`src/design/gcpe_ram.sv`:
```
module gcpe_ram #(
   parameter int DEPTH = 32,
   parameter int WIDTH = 8,
   parameter int AW    = 5
) (
   input  logic             clock,
   input  logic             wr_en,
   input  logic [AW-1:0]    wr_addr,
   input  logic [WIDTH-1:0] wr_data,
   input  logic             rd_en,
   input  logic [AW-1:0]    rd_addr,
   output logic [WIDTH-1:0] rd_data
);

   logic [WIDTH-1:0] mem_ff [DEPTH];
   logic [WIDTH-1:0] rd_data_ff;

   always_ff @(posedge clock) begin
      if (wr_en) begin
         mem_ff[wr_addr] <= wr_data;
      end
   end

   // read data holds until the next read
   always_ff @(posedge clock) begin
      if (rd_en) begin
         rd_data_ff <= mem_ff[rd_addr];
      end
   end

   assign rd_data = rd_data_ff;

endmodule

```
`config.mk`:
```
export PLATFORM = sky130hd
export DESIGN_NAME = gcpe_ram
export DESIGN_NICKNAME = d
export VERILOG_FILES = /design/src/design/gcpe_ram.sv
export SDC_FILE = /design/constraint.sdc
export NUM_CORES = 1
export LEC_CHECK = 0
export ABC_CLOCK_PERIOD_IN_PS = 3900
export BUFFER_PORTS_ARGS = -buffer_cell sky130_fd_sc_hd__buf_4
export CAP_MARGIN = 0
export CORE_ASPECT_RATIO = 0.7
export CORE_UTILIZATION = 55
export CTS_BUF_LIST = sky130_fd_sc_hd__clkbuf_4 sky130_fd_sc_hd__clkbuf_8
export DETAILED_ROUTE_END_ITERATION = 10
export PLACE_DENSITY = 0.72
export SYNTH_ARGS = -nofsm -noshare
export SYNTH_HDL_FRONTEND = slang
export SYNTH_SLANG_ARGS = --single-unit
export TNS_END_PERCENT = 30
```
`constraint.sdc`:
```
create_clock -name clock -period 3.9 [get_ports clock]
set_clock_uncertainty 0.2 [all_clocks]
set_input_delay 0.78 -clock clock [delete_from_list [all_inputs] [get_ports clock]]
set_output_delay 0.78 -clock clock [all_outputs]
set_load 0.02 [all_outputs]
```
Yosys cells after proc, flatten, opt, wreduce, memory -nomap -nowiden
Memory sizes are Yosys's and may differ from the RTL's. A register that Yosys moved wholly into a read port is not among the register bits.
Index checks and enable logic that the tools add are counted.
{"block": "op_classes", "mux": 2}
{"op": "2-to-1 mux 1 bit", "count": 2}
{"block": "word_totals", "regBits": 0, "ramBits": 256, "input_bits": 21, "out_inout_bits": 8, "elab_cells": 3, "memories": 1}
{"memory": "mem_ff", "depth": 32, "word_bits": 8, "rd": 1, "rd_clocked_by_memory_dff": 1, "write_ports": 1, "line": "15", "rtl": "logic [WIDTH-1:0] mem_ff [DEPTH];"}

Longest topological paths before layout
{"block": "logic_depth", "word_depth": 2, "depth_mapped": 5}

Least setup slack after synthesis
No wires, ideal clock.
{"block": "synth_timing", "path_kind": "input to register", "start": "input port rd_addr[2]", "end": "register rd_data_ff[0] (netlist: rd_data[0]), read port of mem_ff, data pin", "setup_ns": 0.260, "arrival_ns": 2.462, "t_required_ns": 3.440, "slack_ns": 0.978, "path_stages": 5, "n_path_buf": 2, "cell_sequence": "clkbuf_1 > clkbuf_1 > mux4_2 > mux4_2 > mux2_2"}
{"element": "start: declaration", "line": "11", "rtl": "input logic [AW-1:0] rd_addr,"}
{"element": "end: declaration", "line": "16", "rtl": "logic [WIDTH-1:0] rd_data_ff;"}

==> reports/qor.yml <==
setup_viol: 0
crit_fanout: 21
worstPathArrival_ns: 2.89
cts_resized: 0
antenna_found_initial: 2
syn_nets: 438
n_antenna_cell: 0
power_density_mw_per_mm2: 490
postSynthAreaPerCell_sq_um: 24.3
rsz0062_at_grt: "false"
insertion_delay_ns: 0.51
drtPass1Iterations: 5
final-seq-area_sq_mm: 0.00793
fillerInstances: 1182
die-area_sq_mm: 0.0190
vias: 4592
postCtsHoldBufs: 0
multi_input_area_sq_mm: 0.00210
worst_slew_pin_slew_ns: 0.912
drive_above_1_share_pct: 36.5
outcome: "finished clean"
track_usage_pct: 23.2
clk_path_buf_depth: 3
relSlewSlack_pct: 39.0
vdd_drop_max_v: 0.000348
drc: 0
syn_inst: 417
critPathCaptureType: "register"
slew_violations: 0
grt_first_pass_wirelength_um: 30200
path_class: "primary input to register"
cts_tree: "yes"
yosys_warnings: 0
cts_setup_buffers: 0
worstPathRequired_ns: 3.96
grt_pass1_vias: 4577
clk_pin_slew_worst_paths_ns: 0.06
highest_layer: "met4"
io_pins: 29
ys_ff_latch: 264
via_per_inst: 6.27
cts_num_sinks: 264
h-tree-depth: 2
synth_area_sq_mm: 0.0101
grt_max_degree: 36
clockRootBuffer: "clkbuf_8"
met3_length_um: 2090
setup_tns_ns: 0
initial_utilization_pct: 56.3
cp-start-kind: "primary input"
wl_per_cell_um: 28.1
die_h_um: 116
gp_congestion: 0.765
yosysSeqAreaShare_pct: 78.2
drt-initial-drc-count: 605
final.period_utilization_pct: 72.4
hold_viol: 0
wirelength_met1_um: 9320
synth_cell_types: 14
drv_cap: 0
die_w_um: 164
post-route-min-period_ns: 2.82
dpl.hpwl_um: 12700
ant_nets: 0
cellLeakagePower_nw: 3.53
fp.coreArea_sq_mm: 0.0180
max_freq_mhz: 354
fin_nets: 492
totalWireLength_um: 20500
overflow: 0
cts_made_buffers: 39
wl_met2_um: 8830
power_mw: 5.55
io_buffers: 28
areaGrowthSynthToFinish_pct: 11.7
hp-class: "primary input to register"
row_count: 41
where the power goes:
part           internal (mW)  switching [mW]
clock network           1.08           0.970
registers               3.17          0.0103
logic                  0.138           0.180
total                   4.39            1.16
registers in the layout, indices dropped and copies added, names as in the netlist:
signal and count:
mem_ff 256, rd_data 8
worst paths after layout:
path | slack (ns) | start | cells after the start | to
worst min-delay path | 0.39 | rd_en | 1 | rd_data[2]
worst max-delay path | 1.08 | rd_addr[0] | 5 | rd_data[2]
worst max register to register | 1.72 | mem_ff[22][2] | 3 | rd_data[2]
worst min register to register | 0.79 | mem_ff[12][6] | 3 | rd_data[6]
stage by stage:
step	util, %	hold slack [ns]	cells	setup slack, ns	cell area [sq um]
2_1_floorplan	-	0.679	417	0.978	10100
3_3_place_gp	58.9	0.762	666	0.536	10600
3_5_place_dp	58.9	0.777	666	0.531	10600
4_1_cts	62.8	0.365	732	1.07	11300
5_1_grt	62.8	0.357	732	1.00	11300
6_report	62.8	0.392	732	1.08	11300
cells in the final DEF (no fill, tap or decap), types with 2 or more instances in the layout:
master / instances
edfxtp_1: 264
mux4_2: 80
clkbuf_8: 41
nor2_1: 33
buf_4: 30
clkbuf_4: 12
clkinv_1: 9
mux2_2: 8
nand3b_1: 5
clkinv_2: 4
or3b_2: 3
buf_12: 3
nand3_1: 2
cell type report:
type | count | area share [%]
Sequential cell | 264 | 70.1
Multi-Input combinational cell | 133 | 18.6
Clock buffer | 53 | 5.78
Tap cell | 236 | 2.61
Timing Repair Buffer | 33 | 2.52
Clock inverter | 13 | 0.475
kinds of logic after synthesis:
group         after synthesis  share of synthesized area (%)
flops                     264                           78.2
simple gates               45                           2.05
buf+inv                    20                           1.05
mux                        88                           18.7
metal layers:
| metal | vias to the layer above | global-route usage [%] |
|---|---|---|
| met2 | 242 | 31.7 |
| met5 | - | 0 |
| met1 | 2429 | 37.2 |
| met4 | 0 | 5.68 |
| met3 | 23 | 6.55 |
| li1 | 1898 | - |
synth_stat cells (all sizes together):
cell,number,area [sq um]
edfxtp,264,7930
nor2,33,124
nand3,2,10.0
or3b,3,26.3
buf,14,83.8
clkbuf,6,22.5
mux2,8,90.1
mux4,80,1800
nand2,1,3.75
or3,1,6.26
nand3b,5,37.5
critical path: stages:
cell,delay (ns)
buf_4,0.39
buf_4,0.27
mux4_2,0.56
mux4_2,0.57
mux2_2,0.29
No activity file was read; power rests on OpenSTA's default activity.
