$ cat config.mk
export PLATFORM = sky130hd
export DESIGN_NAME = gcpe_out
export DESIGN_NICKNAME = d
export VERILOG_FILES = /design/src/design/gcpe_pkg.sv /design/src/design/gcpe_out.sv
export SDC_FILE = /design/constraint.sdc
export NUM_CORES = 1
export LEC_CHECK = 0
export ABC_CLOCK_PERIOD_IN_PS = 2610
export BUFFER_PORTS_ARGS = -buffer_cell sky130_fd_sc_hd__buf_4
export CORE_AREA = 2 2 176 178
export CTS_CLUSTER_DIAMETER = 150
export DETAILED_ROUTE_END_ITERATION = 6
export DIE_AREA = 0 0 178 180
export MAX_ROUTING_LAYER = met4
export PLACE_DENSITY = 0.77
export REMOVE_ABC_BUFFERS = 1
export SLEW_MARGIN = 10
export SYNTH_ARGS = -nofsm -noshare
export SYNTH_HDL_FRONTEND = slang
export SYNTH_SLANG_ARGS = --single-unit
export TNS_END_PERCENT = 10
$ cat constraint.sdc
create_clock -name clock -period 2.61 [get_ports clock]
set_clock_uncertainty 0.1 [all_clocks]
set_input_delay 0 -clock clock [delete_from_list [all_inputs] [get_ports clock]]
set_output_delay 0 -clock clock [all_outputs]
set_load 0.05 [all_outputs]
$ cat src/design/gcpe_pkg.sv
package gcpe_pkg;

   // Field widths of the stream payloads
   localparam int CHAR_W   = 8;
   localparam int GROW_W   = 5;
   localparam int BITS_W   = 8;
   localparam int COLOR_W  = 32;
   localparam int CELL_W   = 9;
   localparam int OFFSET_W = 26;
   localparam int LANES    = 8;
   localparam int KIND_W   = 2;

   // Configuration register widths
   localparam int PITCH_W = 13;
   localparam int FW_W    = 4;
   localparam int FH_W    = 6;

   // Request tdata layout, lowest field first
   localparam int REQ_CHAR_LO = 0;
   localparam int REQ_GROW_LO = REQ_CHAR_LO + CHAR_W;
   localparam int REQ_BITS_LO = REQ_GROW_LO + GROW_W;
   localparam int REQ_FG_LO   = REQ_BITS_LO + BITS_W;
   localparam int REQ_BG_LO   = REQ_FG_LO + COLOR_W;
   localparam int REQ_COL_LO  = REQ_BG_LO + COLOR_W;
   localparam int REQ_ROW_LO  = REQ_COL_LO + CELL_W;
   localparam int REQ_USED_W  = REQ_ROW_LO + CELL_W;
   localparam int REQ_TDATA_W = ((REQ_USED_W + 7) / 8) * 8;

   // Response tdata layout: offset, then eight lanes
   localparam int RSP_PIX_LO  = OFFSET_W;
   localparam int RSP_USED_W  = OFFSET_W + LANES * COLOR_W;
   localparam int RSP_TDATA_W = ((RSP_USED_W + 7) / 8) * 8;

   // Register port
   localparam int CSR_ADDR_W = 4;
   localparam int CSR_DATA_W = 32;

   // Reset values and default limits
   localparam logic [PITCH_W-1:0] PITCH_RESET  = 13'd1024;
   localparam logic [FW_W-1:0]    FW_RESET     = 4'd8;
   localparam logic [FH_W-1:0]    FH_RESET     = 6'd16;
   localparam logic [COLOR_W-1:0] CURSOR_RESET = 32'h00FF_FFFF;

   localparam int DEF_CHAR_COUNT      = 256;
   localparam int DEF_MAX_FONT_HEIGHT = 32;
   localparam int DEF_MAX_FONT_WIDTH  = 8;
   localparam int DEF_MAX_PITCH       = 4096;

   typedef enum logic [KIND_W-1:0] {
      KIND_LOAD_GLYPH  = 2'd0,
      KIND_LOAD_CURSOR = 2'd1,
      KIND_DRAW        = 2'd2,
      KIND_DRAW_CURSOR = 2'd3
   } req_kind_type;

   typedef enum logic [1:0] {
      REG_PITCH  = 2'd0,
      REG_FW     = 2'd1,
      REG_FH     = 2'd2,
      REG_CURSOR = 2'd3
   } csr_reg_type;

   typedef enum logic [1:0] {
      ST_IDLE,
      ST_SCALE,
      ST_BASE,
      ST_ROWS
   } state_type;

   typedef struct packed {
      logic [PITCH_W-1:0] pitch;
      logic [FW_W-1:0]    font_width;
      logic [FH_W-1:0]    font_height;
      logic [COLOR_W-1:0] cursor_rgb;
   } cfg_type;

   // One glyph row handed from the sequencer to the output stage
   typedef struct packed {
      logic                load;
      logic [OFFSET_W-1:0] offset;
      logic                last;
      logic                cursor_mode;
      logic                char_ok;
      logic [COLOR_W-1:0]  fg;
      logic [COLOR_W-1:0]  bg;
   } row_ctl_type;

   typedef struct packed {
      logic busy;
      logic rd_pend;
      logic issue;
   } seq_status_type;

endpackage

$ cat src/design/gcpe_out.sv
module gcpe_out (
   input  logic                              clock,
   input  logic                              reset,
   input  gcpe_pkg::row_ctl_type             row_ctl,
   input  logic [gcpe_pkg::BITS_W-1:0]       glyph_bits,
   input  logic [gcpe_pkg::BITS_W-1:0]       cursor_bits,
   input  gcpe_pkg::cfg_type                 cfg,
   output logic                              out_free,
   output logic                              rsp_tvalid,
   input  logic                              rsp_tready,
   output logic [gcpe_pkg::RSP_TDATA_W-1:0]  rsp_tdata,
   output logic                              rsp_tlast
);

   logic                              valid_ff, valid_in;
   logic [gcpe_pkg::RSP_TDATA_W-1:0]  data_ff, data_in;
   logic                              last_ff;
   logic [gcpe_pkg::BITS_W-1:0]       gbits, cbits;

   assign out_free = ~valid_ff | rsp_tready;
   assign gbits    = row_ctl.char_ok ? glyph_bits : '0;
   assign cbits    = row_ctl.cursor_mode ? cursor_bits : '0;

   // lane j takes glyph bit 7-j; cursor wins over the character bit
   always_comb begin
      data_in = '0;
      data_in[gcpe_pkg::OFFSET_W-1:0] = row_ctl.offset;
      for (int j = 0; j < gcpe_pkg::LANES; j++) begin
         if (gcpe_pkg::FW_W'(j) < cfg.font_width) begin
            if (cbits[gcpe_pkg::LANES-1-j]) begin
               data_in[gcpe_pkg::RSP_PIX_LO + j*gcpe_pkg::COLOR_W +: gcpe_pkg::COLOR_W] =
                  cfg.cursor_rgb;
            end else if (gbits[gcpe_pkg::LANES-1-j]) begin
               data_in[gcpe_pkg::RSP_PIX_LO + j*gcpe_pkg::COLOR_W +: gcpe_pkg::COLOR_W] =
                  row_ctl.fg;
            end else begin
               data_in[gcpe_pkg::RSP_PIX_LO + j*gcpe_pkg::COLOR_W +: gcpe_pkg::COLOR_W] =
                  row_ctl.bg;
            end
         end
      end
   end

   assign valid_in = row_ctl.load | (valid_ff & ~rsp_tready);

   always_ff @(posedge clock) begin
      if (reset) begin
         valid_ff <= 1'b0;
      end else begin
         valid_ff <= valid_in;
      end
   end

   always_ff @(posedge clock) begin
      if (row_ctl.load) begin
         data_ff <= data_in;
         last_ff <= row_ctl.last;
      end
   end

   assign rsp_tvalid = valid_ff;
   assign rsp_tdata  = data_ff;
   assign rsp_tlast  = last_ff;

endmodule

* Yosys cells after proc, flatten, opt, wreduce, memory -nomap -nowiden
Index checks and enable logic that the tools add are counted.
Cells by class: $lt $le $gt $ge 8, multiplexer cells 18, bitwise logic cells 5
Operator list (number):
- $mux 32 | 16
- $lt 3x4->1 const A | 4
- $mux 8 | 2
- $lt 1x4->1 const A | 2
- $lt 2x4->1 const A | 2
- $not 1->1 | 2
- $or 1x1->1 | 2
- $and 1x1->1 | 1
Word-level totals: flip-flop bits (word level) 284, input port bits 168, output and inout bits 291, word-level logic and storage cells 42

* Longest topological paths before layout
depth after elaboration 3, gate-level depth with buffers 6, mapped depth without buffers 3

* Worst setup path before layout
No wires, ideal clock.
path kind reg-to-reg, start point reg valid_ff, in the netlist rsp_tvalid, end point reg valid_ff, in the netlist rsp_tvalid, setup time 76 ps, arrival 1276 ps, required time 2434 ps, slack 1157 ps, stages on the path, launching flop included 3, buffers on the path 0, clock period less this slack 1453 ps, cells stage by stage dfxtp_1 -> nand2b_1 -> a21oi_1
On the way: cells in the longest elaborated chain, start to end 2
RTL lines:
- start: declaration | line gcpe_out.sv:15 | logic valid_ff, valid_in;
- start signal: assignment | line gcpe_out.sv:50 | valid_ff <= valid_in;
- $and 1x1->1 | line gcpe_out.sv:44 | assign valid_in = row_ctl.load | (valid_ff & ~rsp_tready);
- $or 1x1->1 | line gcpe_out.sv:44
No other way between the ends. A chain may end at the register's enable or synchronous reset.

* Worst setup path in the final report
start point in cfg[41] in the netlist's numbering, end point reg data_ff, in the netlist rsp_tdata[150], data pin
On the way: cells in the longest elaborated chain, start to end 1
RTL lines:
- start: declaration | line gcpe_out.sv:7 | input gcpe_pkg::cfg_type cfg,
- $lt 2x4->1 | line gcpe_out.sv:29 | if (gcpe_pkg::FW_W'(j) < cfg.font_width) begin
- end signal: assignment | line gcpe_out.sv:56 | data_ff <= data_in;
- end: declaration | line gcpe_out.sv:16 | logic [gcpe_pkg::RSP_TDATA_W-1:0] data_ff, data_in;
No other way between the ends.

==> flow_metrics.env <==
export IMPL_gr_usage_met3_pct=8.63
export IMPL_p_leak_nw=8.39
export IMPL_setup_worst_path_end_class="register"
export IMPL_cts_max_level=1
export IMPL_critPathRequiredTime_ps=2940
export IMPL_place_ws_ps=758
export IMPL_hold_viol_final=0
export IMPL_syn_inst=1545
export IMPL_dp_hpwl_um=34000
export IMPL_grt_busiest_layer="met2"
export IMPL_drc=0
export IMPL_reg2reg_from="rsp_tvalid$_SDFF_PP0_"
export IMPL_cts_hold_buf=194
export IMPL_layout_cells_non_filler=2451
export IMPL_clock_sinks=284
export IMPL_dp_cells=2203
export IMPL_cts_tree="built"
export IMPL_whs_ps=73.6
export IMPL_antenna_found_initial=0
export IMPL_ys_top_cells_by_area="edfxtp_1 (57%), nand2_1 (13%), a31oi_1 (6.8%)"
export IMPL_area_delta_synth_final_pct=40.2
export IMPL_synth_area_per_cell_um2=9.60
export IMPL_stdcell_area_um2=20800
export IMPL_gp_congestion=0.894
export IMPL_endpoint="rsp_tdata[150]$_SDFFCE_PP0P_"
export IMPL_r2r_setup_slack_ps=1290
export IMPL_routedWlPerCell_um=24.3
export IMPL_grt_pass1_vias=15300
export IMPL_root_buffer="clkbuf_16"
export IMPL_critPathKind="input pin to register"
export IMPL_grt_pass1_wl_um=86500
export IMPL_grt_overflow_total=0
export IMPL_first_pass_iters=6
export IMPL_clk_pin_slew_ps=60
export IMPL_finalMaxSlewViolations=0
export IMPL_cts_setup_buffers=0
export IMPL_drive_above_1_share_pct=26.3
export IMPL_boundaryPins=459
export IMPL_post_cts_resized=0
export IMPL_ant_nets=0
export IMPL_startpoint_type="input pin"
export IMPL_cp_max_fo=38
export IMPL_die_h_um=180
export IMPL_ir_drop_mv=0.521
export IMPL_ys_ff_latch=284
export IMPL_netlist_area_leader_share_pct=57.3
export IMPL_grt_max_degree=88
export IMPL_vias_per_cell=6.34
export IMPL_crit_path_start="cfg[41]"
export IMPL_grtUsageMet2_pct=57.1
export IMPL_final_cell_mix="nand2_1 (512), buf_4 (447), edfxtp_1 (283), dlygate4sd3_1 (194), a31oi_1 (160)"
export IMPL_synth_distinct_cells=27
export IMPL_hold_path_class="input pin to register"
export IMPL_via_count=15600
export IMPL_worst_slew_pin_slew_ps=1110
export IMPL_fin_tns_setup_ps=0
export IMPL_rsz0062_at_grt="false"
export IMPL_grt_use_met1_pct=43.1
export IMPL_n_antenna_cell=0
export IMPL_r2r_end="rsp_tvalid$_SDFF_PP0_"
export IMPL_core_area_um2=30200
export IMPL_fin_ws_ps=162
export IMPL_rows=64
export IMPL_period_minus_slack_ps=2450
export IMPL_yosys_area_top_type="edfxtp_1"
export IMPL_setup_viol=0
export IMPL_yosysWarningCount=0
export IMPL_fin_nets=2201
export IMPL_place_area_um2=17900
export IMPL_p_per_area_nw_per_um2=693
export IMPL_cts_buffers=30
export IMPL_final_common_cell="nand2_1"
export IMPL_dieArea_um2=32000
export IMPL_ff2ff_path_depth=3
export IMPL_first_iter_violations=2213
export IMPL_hold_depth=2
export IMPL_status="completed"
export IMPL_max_freq_mhz=408
export IMPL_min_period_over_period_pct=93.8
export IMPL_portBuffers=433
export IMPL_grt_util_all_layers_pct=36.7
export IMPL_clk_latency_ps=550
export IMPL_start_util_pct=49.1
export IMPL_syn_area_um2=14800
export IMPL_slew_limit_headroom_pct=25.6
export IMPL_drt_wl_total_um=59500
export IMPL_die_w_um=178
export IMPL_synth_seq_area_share_pct=57.5
export IMPL_cap_viol_max_count=0
export IMPL_max_clock_path_buffers=3
export IMPL_worstPathArrival_ps=2770
Yosys cell counts:
cell        n
a21o_1      1
a21oi_1     1
a21oi_2     1
a311oi_1   86
a311oi_2   10
a31oi_1   161
and2_1      8
buf_1      10
buf_2      53
buf_4      45
buf_6      12
clkbuf_1   51
clkbuf_2   30
conb_1      1
dfxtp_1     1
edfxtp_1  283
inv_1       1
nand2_1   524
nand2_2     4
nand2b_1    1
nor2_1     97
o21a_1      1
o21ai_0   152
o21ai_1     8
or2_4       1
or3_4       1
or4_4       1
how the worst min path moves through the flow:
stage / slack [ps] / startpoint / endpoint
after floorplan: -30 / reset / rsp_tvalid$_SDFF_PP0_
after global placement: 60 / reset / rsp_tvalid$_SDFF_PP0_
after detailed placement: 70 / reset / rsp_tvalid$_SDFF_PP0_
after CTS: 50 / cfg[40] / rsp_tdata[136]$_SDFFCE_PP0P_
after global routing: 60 / row_ctl[78] / rsp_tdata[11]$_DFFE_PP_
final: 70 / row_ctl[78] / rsp_tdata[11]$_DFFE_PP_
flip-flops by register name, summed over array words and instances (netlist names):
name,count
rsp_tdata,282
rsp_tlast,1
rsp_tvalid,1
cell type report:
type	instances	area (µm²)
repair buffers	652	5510
flip-flops and latches	284	8520
well taps	396	495
fillers	2067	9400
clock inverters	20	199
multi-input cells	1064	5280
inverters	1	3.75
clock buffers	34	787
cell families (layout without fill, tap and decap cells):
| family | Yosys count | count (layout) | share of synthesized area [%] |
|---|---|---|---|
| AOI/OAI and AO/OA | 421 | 421 | 18.5 |
| DFF | 284 | 284 | 57.5 |
| buffers and inverters | 202 | 707 | 7.56 |
| other | 1 | 6 | 0.0253 |
| and+or+nand+nor | 637 | 637 | 16.5 |
metal layers:
metal | vias to the layer above | wire length, µm | part of all wire, %
met4 | 0 | 3660 | 6.2
li1 | 6510 | - | -
met5 | - | 0 | 0
met3 | 310 | 8960 | 15
met1 | 7189 | 19400 | 33
met2 | 1541 | 27400 | 46
power breakdown:
group | internal, mW | switching (mW)
Clock | 2.55 | 1.85
Sequential | 5.59 | 0.203
Combinational | 1.29 | 2.93
Total | 9.42 | 4.98
through the flow:
step / util [%] / power [mW]
final: 68.9 / 14.4
after global routing: 68.9 / 14.7
after detailed placement: 59.2 / 9.69
after floorplan: - / 8.11
after global placement: 59.2 / 9.62
after CTS: 68.9 / 14.3
critical path, cell delays in order:
cell,delay (ps)
dlygate4sd3_1,520
buf_4,480
or2_4,320
buf_4,460
o21ai_0,190
a31oi_1,200
dlygate4sd3_1,570
Note: power is estimated with default switching activity, not from simulation.
