<file path="config.mk">
export PLATFORM = sky130hd
export DESIGN_NAME = gcpe_csr
export DESIGN_NICKNAME = d
export VERILOG_FILES = /design/src/design/gcpe_pkg.sv /design/src/design/gcpe_csr.sv
export SDC_FILE = /design/constraint.sdc
export NUM_CORES = 1
export LEC_CHECK = 0
export BUFFER_PORTS_ARGS = -buffer_cell sky130_fd_sc_hd__buf_2
export CELL_PAD_IN_SITES_DETAIL_PLACEMENT = 1
export CELL_PAD_IN_SITES_GLOBAL_PLACEMENT = 1
export CORE_MARGIN = 4
export CORE_UTILIZATION = 32
export DETAILED_ROUTE_END_ITERATION = 16
export GPL_ROUTABILITY_DRIVEN = 0
export PLACE_DENSITY = 0.86
export SLEW_MARGIN = 20
export SYNTH_ARGS = -nofsm -noshare
export SYNTH_HDL_FRONTEND = slang
export SYNTH_SLANG_ARGS = --single-unit
</file>
<file path="constraint.sdc">
create_clock -name clock -period 1.5 [get_ports clock]
set_input_delay 0 -clock clock [delete_from_list [all_inputs] [get_ports clock]]
set_output_delay 0 -clock clock [all_outputs]
set_load 0.1 [all_outputs]
</file>
<file path="src/design/gcpe_pkg.sv">
package gcpe_pkg;

   // Field widths of the stream payloads
   localparam int CHAR_W   = 8;
   localparam int GROW_W   = 5;
   localparam int BITS_W   = 8;
   localparam int COLOR_W  = 32;
   localparam int CELL_W   = 9;
   localparam int OFFSET_W = 26;
   localparam int LANES    = 8;
   localparam int KIND_W   = 2;

   // Configuration register widths
   localparam int PITCH_W = 13;
   localparam int FW_W    = 4;
   localparam int FH_W    = 6;

   // Request tdata layout, lowest field first
   localparam int REQ_CHAR_LO = 0;
   localparam int REQ_GROW_LO = REQ_CHAR_LO + CHAR_W;
   localparam int REQ_BITS_LO = REQ_GROW_LO + GROW_W;
   localparam int REQ_FG_LO   = REQ_BITS_LO + BITS_W;
   localparam int REQ_BG_LO   = REQ_FG_LO + COLOR_W;
   localparam int REQ_COL_LO  = REQ_BG_LO + COLOR_W;
   localparam int REQ_ROW_LO  = REQ_COL_LO + CELL_W;
   localparam int REQ_USED_W  = REQ_ROW_LO + CELL_W;
   localparam int REQ_TDATA_W = ((REQ_USED_W + 7) / 8) * 8;

   // Response tdata layout: offset, then eight lanes
   localparam int RSP_PIX_LO  = OFFSET_W;
   localparam int RSP_USED_W  = OFFSET_W + LANES * COLOR_W;
   localparam int RSP_TDATA_W = ((RSP_USED_W + 7) / 8) * 8;

   // Register port
   localparam int CSR_ADDR_W = 4;
   localparam int CSR_DATA_W = 32;

   // Reset values and default limits
   localparam logic [PITCH_W-1:0] PITCH_RESET  = 13'd1024;
   localparam logic [FW_W-1:0]    FW_RESET     = 4'd8;
   localparam logic [FH_W-1:0]    FH_RESET     = 6'd16;
   localparam logic [COLOR_W-1:0] CURSOR_RESET = 32'h00FF_FFFF;

   localparam int DEF_CHAR_COUNT      = 256;
   localparam int DEF_MAX_FONT_HEIGHT = 32;
   localparam int DEF_MAX_FONT_WIDTH  = 8;
   localparam int DEF_MAX_PITCH       = 4096;

   typedef enum logic [KIND_W-1:0] {
      KIND_LOAD_GLYPH  = 2'd0,
      KIND_LOAD_CURSOR = 2'd1,
      KIND_DRAW        = 2'd2,
      KIND_DRAW_CURSOR = 2'd3
   } req_kind_type;

   typedef enum logic [1:0] {
      REG_PITCH  = 2'd0,
      REG_FW     = 2'd1,
      REG_FH     = 2'd2,
      REG_CURSOR = 2'd3
   } csr_reg_type;

   typedef enum logic [1:0] {
      ST_IDLE,
      ST_SCALE,
      ST_BASE,
      ST_ROWS
   } state_type;

   typedef struct packed {
      logic [PITCH_W-1:0] pitch;
      logic [FW_W-1:0]    font_width;
      logic [FH_W-1:0]    font_height;
      logic [COLOR_W-1:0] cursor_rgb;
   } cfg_type;

   // One glyph row handed from the sequencer to the output stage
   typedef struct packed {
      logic                load;
      logic [OFFSET_W-1:0] offset;
      logic                last;
      logic                cursor_mode;
      logic                char_ok;
      logic [COLOR_W-1:0]  fg;
      logic [COLOR_W-1:0]  bg;
   } row_ctl_type;

   typedef struct packed {
      logic busy;
      logic rd_pend;
      logic issue;
   } seq_status_type;

endpackage

</file>
<file path="src/design/gcpe_csr.sv">
module gcpe_csr #(
   parameter int MAX_FONT_WIDTH  = gcpe_pkg::DEF_MAX_FONT_WIDTH,
   parameter int MAX_FONT_HEIGHT = gcpe_pkg::DEF_MAX_FONT_HEIGHT,
   parameter int MAX_PITCH       = gcpe_pkg::DEF_MAX_PITCH
) (
   input  logic                                clock,
   input  logic                                reset,
   input  logic                                csr_psel,
   input  logic                                csr_penable,
   input  logic                                csr_pwrite,
   input  logic [gcpe_pkg::CSR_ADDR_W-1:0]     csr_paddr,
   input  logic [gcpe_pkg::CSR_DATA_W-1:0]     csr_pwdata,
   output logic [gcpe_pkg::CSR_DATA_W-1:0]     csr_prdata,
   output logic                                csr_pready,
   output gcpe_pkg::cfg_type                   cfg
);

   gcpe_pkg::cfg_type     cfg_ff, cfg_in;
   gcpe_pkg::csr_reg_type reg_sel;
   logic                  wr_strobe;
   logic [gcpe_pkg::PITCH_W-1:0] pitch_raw, pitch_clamped;
   logic [gcpe_pkg::FW_W-1:0]    fw_raw, fw_clamped;
   logic [gcpe_pkg::FH_W-1:0]    fh_raw, fh_clamped;

   assign csr_pready = 1'b1;
   assign reg_sel    = gcpe_pkg::csr_reg_type'(csr_paddr[3:2]);
   assign wr_strobe  = csr_psel & csr_penable & csr_pwrite & csr_pready;

   // clamp written values into their legal ranges
   assign pitch_raw = csr_pwdata[gcpe_pkg::PITCH_W-1:0];
   assign fw_raw    = csr_pwdata[gcpe_pkg::FW_W-1:0];
   assign fh_raw    = csr_pwdata[gcpe_pkg::FH_W-1:0];

   always_comb begin
      if (pitch_raw == '0) begin
         pitch_clamped = gcpe_pkg::PITCH_W'(1);
      end else if (pitch_raw > gcpe_pkg::PITCH_W'(MAX_PITCH)) begin
         pitch_clamped = gcpe_pkg::PITCH_W'(MAX_PITCH);
      end else begin
         pitch_clamped = pitch_raw;
      end
      if (fw_raw == '0) begin
         fw_clamped = gcpe_pkg::FW_W'(1);
      end else if (fw_raw > gcpe_pkg::FW_W'(MAX_FONT_WIDTH)) begin
         fw_clamped = gcpe_pkg::FW_W'(MAX_FONT_WIDTH);
      end else begin
         fw_clamped = fw_raw;
      end
      if (fh_raw == '0) begin
         fh_clamped = gcpe_pkg::FH_W'(1);
      end else if (fh_raw > gcpe_pkg::FH_W'(MAX_FONT_HEIGHT)) begin
         fh_clamped = gcpe_pkg::FH_W'(MAX_FONT_HEIGHT);
      end else begin
         fh_clamped = fh_raw;
      end
   end

   // register write decode
   always_comb begin
      cfg_in = cfg_ff;
      if (wr_strobe) begin
         case (reg_sel)
            gcpe_pkg::REG_PITCH:  cfg_in.pitch       = pitch_clamped;
            gcpe_pkg::REG_FW:     cfg_in.font_width  = fw_clamped;
            gcpe_pkg::REG_FH:     cfg_in.font_height = fh_clamped;
            gcpe_pkg::REG_CURSOR: cfg_in.cursor_rgb  = csr_pwdata;
            default:              cfg_in = cfg_ff;
         endcase
      end
   end

   always_ff @(posedge clock) begin
      if (reset) begin
         cfg_ff.pitch       <= gcpe_pkg::PITCH_RESET;
         cfg_ff.font_width  <= gcpe_pkg::FW_RESET;
         cfg_ff.font_height <= gcpe_pkg::FH_RESET;
         cfg_ff.cursor_rgb  <= gcpe_pkg::CURSOR_RESET;
      end else begin
         cfg_ff <= cfg_in;
      end
   end

   // read mux
   always_comb begin
      case (reg_sel)
         gcpe_pkg::REG_PITCH:  csr_prdata = gcpe_pkg::CSR_DATA_W'(cfg_ff.pitch);
         gcpe_pkg::REG_FW:     csr_prdata = gcpe_pkg::CSR_DATA_W'(cfg_ff.font_width);
         gcpe_pkg::REG_FH:     csr_prdata = gcpe_pkg::CSR_DATA_W'(cfg_ff.font_height);
         gcpe_pkg::REG_CURSOR: csr_prdata = cfg_ff.cursor_rgb;
         default:              csr_prdata = '0;
      endcase
   end

   assign cfg = cfg_ff;

endmodule

</file>
# Word-level counts from Yosys, hierarchy flattened
# Index checks and enable logic that the tools add are counted.
# op_classes
n_addsub	0
multipliers	0
div	0
n_lt_le_gt_ge	3
n_eq_ne	3
shifts	0
mux	7
bitwise_logic	2
reduce_logical	8
# ops
cell	n
32-bit one-hot mux with 4 select lines	1
13-bit two-way mux	2
13-bit > comparator (second input constant)	1
13-bit logical NOT	1
6-bit two-way mux	2
4-bit two-way mux	2
2-bit AND reduction	4
6-bit > comparator (second input constant)	1
6-bit logical NOT	1
2-bit equality test (second input constant)	2
4-bit > comparator (second input constant)	1
4-bit logical NOT	1
1-bit bitwise AND	2
2-bit by 1-bit equality test with 1-bit output (second input constant)	1
2-bit logical NOT	1
# word_totals
ff_bits	55
latch_bits	0
ram_bits	0
mem_bits_ro	0
elab_cells	27
mem_count	0

# Longest topological paths before layout
# logic_depth
depth_word	3
ltp_mapped	7

# Worst setup path after synthesis
# OpenSTA, ideal clock, no wires.
# synth_path
path_kind	register -> output
startpoint	register cfg_ff, in the netlist cfg[36]
endpoint	output csr_prdata[4] (netlist name)
arrival_time_ns	1.987
required_time_ns	1.500
slack_ns	-0.487
stages_incl_launch_ff	3
n_path_buf	0
cell_sequence	dfxtp_1 mux2_2 a22o_1
# synth_between
elab_chain_len	1
# synth_rtl
element	line	source
start, declared	gcpe_csr.sv:18	gcpe_pkg::cfg_type cfg_ff, cfg_in;
start signal, assigned	gcpe_csr.sv:79	cfg_ff <= cfg_in;
32-bit one-hot mux with 4 select lines	gcpe_csr.sv:85	case (reg_sel)
end, declared	gcpe_csr.sv:13	output logic [gcpe_pkg::CSR_DATA_W-1:0] csr_prdata,
# Every way passes these cells.

# Worst setup path after layout
# layout_path
startpoint	input csr_pwdata[9] (netlist name)
endpoint	register cfg_ff, in the netlist cfg[42]
# layout_between
elab_chain_len	3
# layout_rtl
element	line	source
start, declared	gcpe_csr.sv:12	input logic [gcpe_pkg::CSR_DATA_W-1:0] csr_pwdata,
13-bit > comparator	gcpe_csr.sv:37	end else if (pitch_raw > gcpe_pkg::PITCH_W'(MAX_PITCH)) begin
13-bit two-way mux	gcpe_csr.sv:37	
13-bit two-way mux *	gcpe_csr.sv:35	if (pitch_raw == '0) begin
# Every way passes the cells marked *; elsewhere a longest branch is shown, timed or not.
# A chain may end at the register's enable or synchronous reset.

==> impl_metrics.env <==
export IMPL_min_path_cells=3
export IMPL_synth_nets=336
export IMPL_clockBufferDepth=2
export IMPL_reg2regPathDepth=2
export IMPL_path_cells="dlygate4sd3_1 -> buf_2 -> nor4_4 -> nand4_1 -> maj3_2 -> a211oi_2"
export IMPL_place_area_mm2=0.003527
export IMPL_io_buffers=125
export IMPL_instances_no_fill=549
export IMPL_setup_viol=0
export IMPL_path_buf_inv=2
export IMPL_leakagePower_nw=1.766
export IMPL_synth_seq_cells=55
export IMPL_async_flop_share_pct=0
export IMPL_cp_arrival_ns=1.65
export IMPL_via_per_inst=4.974
export IMPL_dieHeight_um=96.87
export IMPL_power_density_mw_per_mm2=841.6
export IMPL_drtIter0Drc=72
export IMPL_clock_fmax_mhz=698.4
export IMPL_finalCriticalPeriod_ns=1.432
export IMPL_h_tree_depth=2
export IMPL_synth_area_per_cell_um2=8.568
export IMPL_r2r_end="cfg[41]"
export IMPL_ant_nets=0
export IMPL_max_vdd_ir_drop_uv=343.7
export IMPL_cp_max_fo=3
export IMPL_final_seq_area_mm2=0.001166
export IMPL_antenna_cells=0
export IMPL_cts_root_buf="clkbuf_8"
export IMPL_num_rows=32
export IMPL_grt_pass1_wl_um=15790
export IMPL_fp_dieW_um=96.87
export IMPL_pre_cts_slack_ns=0.07852
export IMPL_path_depth=6
export IMPL_dr_pass1_iters=4
export IMPL_grt_overflow_total=0
export IMPL_dp_hpwl_um=6769
export IMPL_relSlewSlack_pct=65.14
export IMPL_final_cell_mix="buf_2 (116), nand2_1 (80), dfxtp_2 (52)"
export IMPL_synth_area_leaders="dfxtp_1 (44%), nand2_1 (12%), nand3b_1 (11%)"
export IMPL_multi_input_area_mm2=0.001326
export IMPL_coreArea_mm2=0.007687
export IMPL_utilization_pct=50.65
export IMPL_synth_edff_count=0
export IMPL_dp_cells=513
export IMPL_grt_pass1_vias=2957
export IMPL_critPathTopFamily="buffers and inverters"
export IMPL_insertion_delay_ns=0.30
export IMPL_fill_cells=959
export IMPL_final_nets=487
export IMPL_holdPathEnd="cfg[45]"
export IMPL_hold_viol_final=0
export IMPL_period_share_pct=95.46
export IMPL_final_common_cell="buf_2"
export IMPL_drc=0
export IMPL_antenna_found_initial=0
export IMPL_yosys_warnings=0
export IMPL_routed_wirelength_um=9662
export IMPL_worst_pin_slew_ns=0.5207
export IMPL_critPathLaunchType="input port"
export IMPL_hold_path_class="in2reg"
export IMPL_slew_viol_final=0
export IMPL_initial_core_util_pct=32.88
export IMPL_finClkSkew_ns=0
export IMPL_r2r_setup_slack_ns=0.66
export IMPL_ys_types=35
export IMPL_slowest_delay_ns=0.54
export IMPL_largest_reg_flops=55
export IMPL_final_cell_area_mm2=0.003894
export IMPL_grt_usage_pct=20.74
export IMPL_drive_above_1_share_pct=54.81
export IMPL_rsz0062_at_grt="false"
export IMPL_yosys_area_top_type_share_pct=43.56
export IMPL_clock_sinks=55
export IMPL_vias=2731
export IMPL_r2r_start="cfg[41]"
export IMPL_grt_max_degree=26
export IMPL_numCtsBuffers=5
export IMPL_synth_area_mm2=0.002527
export IMPL_crit_type="in2reg"
export IMPL_dieArea_mm2=0.009384
export IMPL_postLayoutSetupSlackWorst_ns=0.06815
export IMPL_synth_flop_cell="dfxtp_1"
export IMPL_wl_per_cell_um=17.60
export IMPL_cts_clk_slew_worst_paths_ns=0.10
export IMPL_drv_cap=0
export IMPL_cts_tree="built"
export IMPL_synthesis_instances=295
export IMPL_outcome="completed"
export IMPL_ioPinCount=129
export IMPL_critPathRequiredTime_ns=1.72
export IMPL_ys_seq_area_share_pct=43.56
export IMPL_holdWs_ns=0.03069
export IMPL_yosysTopAreaCell="dfxtp_1"
export IMPL_endpoint_kind="register"
export IMPL_worst_path_max_delay_cell="dlygate4sd3_1"
export IMPL_syn_to_final_growth_pct=54.06
export IMPL_min_from="csr_pwdata[3]"
metal layers:
| layer | vias to the layer above | share of wire (%) | GRT usage [%] |
|---|---|---|---|
| met5 | - | 0 | 0 |
| li1 | 1308 | - | - |
| met3 | 11 | 3.6 | 5.047 |
| met1 | 1340 | 40 | 22.66 |
| met2 | 72 | 55 | 39.76 |
| met4 | 0 | 1.5 | 4.968 |
worst max-delay path by stage:
stage                  start       endpoint  slack [ns]
2_1_floorplan        cfg[36]  csr_prdata[4]       -0.20
3_5_place_dp      csr_pwrite        cfg[32]        0.08
5_1_grt        csr_pwdata[9]        cfg[42]       0.002
4_1_cts        csr_pwdata[6]        cfg[42]        0.05
3_3_place_gp      csr_pwrite        cfg[33]        0.19
6_report       csr_pwdata[9]        cfg[42]        0.07
logic make-up (layout without fill, tap and decap cells):
group	after synthesis	count (layout)	synth area share [%]
AND/OR/NAND/NOR	160	160	34.21
flip-flops	55	55	43.56
AO/OA/AOI/OAI	42	42	10.64
buffers and inverters	28	180	5.742
multiplexers	8	8	5.248
adder cells (fa/ha/maj)	1	1	0.4455
other	1	1	0.1484
cells in the mapped netlist (2+ instances only):
cell / count
dfxtp_1: 55
nor3_1: 2
mux2i_1: 2
nand3_1: 2
nor2_1: 5
and2_1: 2
mux4_2: 4
buf_2: 8
clkbuf_1: 14
a211o_1: 4
nand2b_1: 2
a21oi_1: 27
a22o_1: 9
or2_2: 2
nand2_1: 80
and3_1: 20
mux2_2: 2
buf_4: 2
nand3b_1: 36
or3b_1: 2
through the flow:
stage,TNS (ns),power (mW)
global placement,0,2.422
global route,0,3.410
CTS,0,3.301
floorplan,-0.1960,2.187
detailed placement,0,2.438
finish,0,3.277
cell type report:
type	instances	share of cell area, %
clock buffers	7	1.960
clock inverters	1	0.1285
inverters	1	0.09640
multi-input cells	212	34.06
flip-flops and latches	55	29.95
well taps	102	3.278
repair buffers	171	30.53
where the power goes:
group | internal, mW | switching (mW) | leakage (nW)
Clock | 0.330 | 0.484 | 0.0422
Combinational | 0.279 | 0.680 | 1.28
Sequential | 1.49 | 0.0178 | 0.447
Total | 2.10 | 1.18 | 1.77
worst min-delay path, cell delays in order:
cell and delay, ns:
buf_2 0.15, nand3b_1 0.10, a21oi_1 0.06
repair_timing:
item	in CTS	in global routing
hold endpoints to repair	31	0
hold buffers	28	0
setup buffers	0	0
setup endpoints to repair	0	1
resized for setup	0	1
Note: power is estimated with default switching activity, not from simulation.
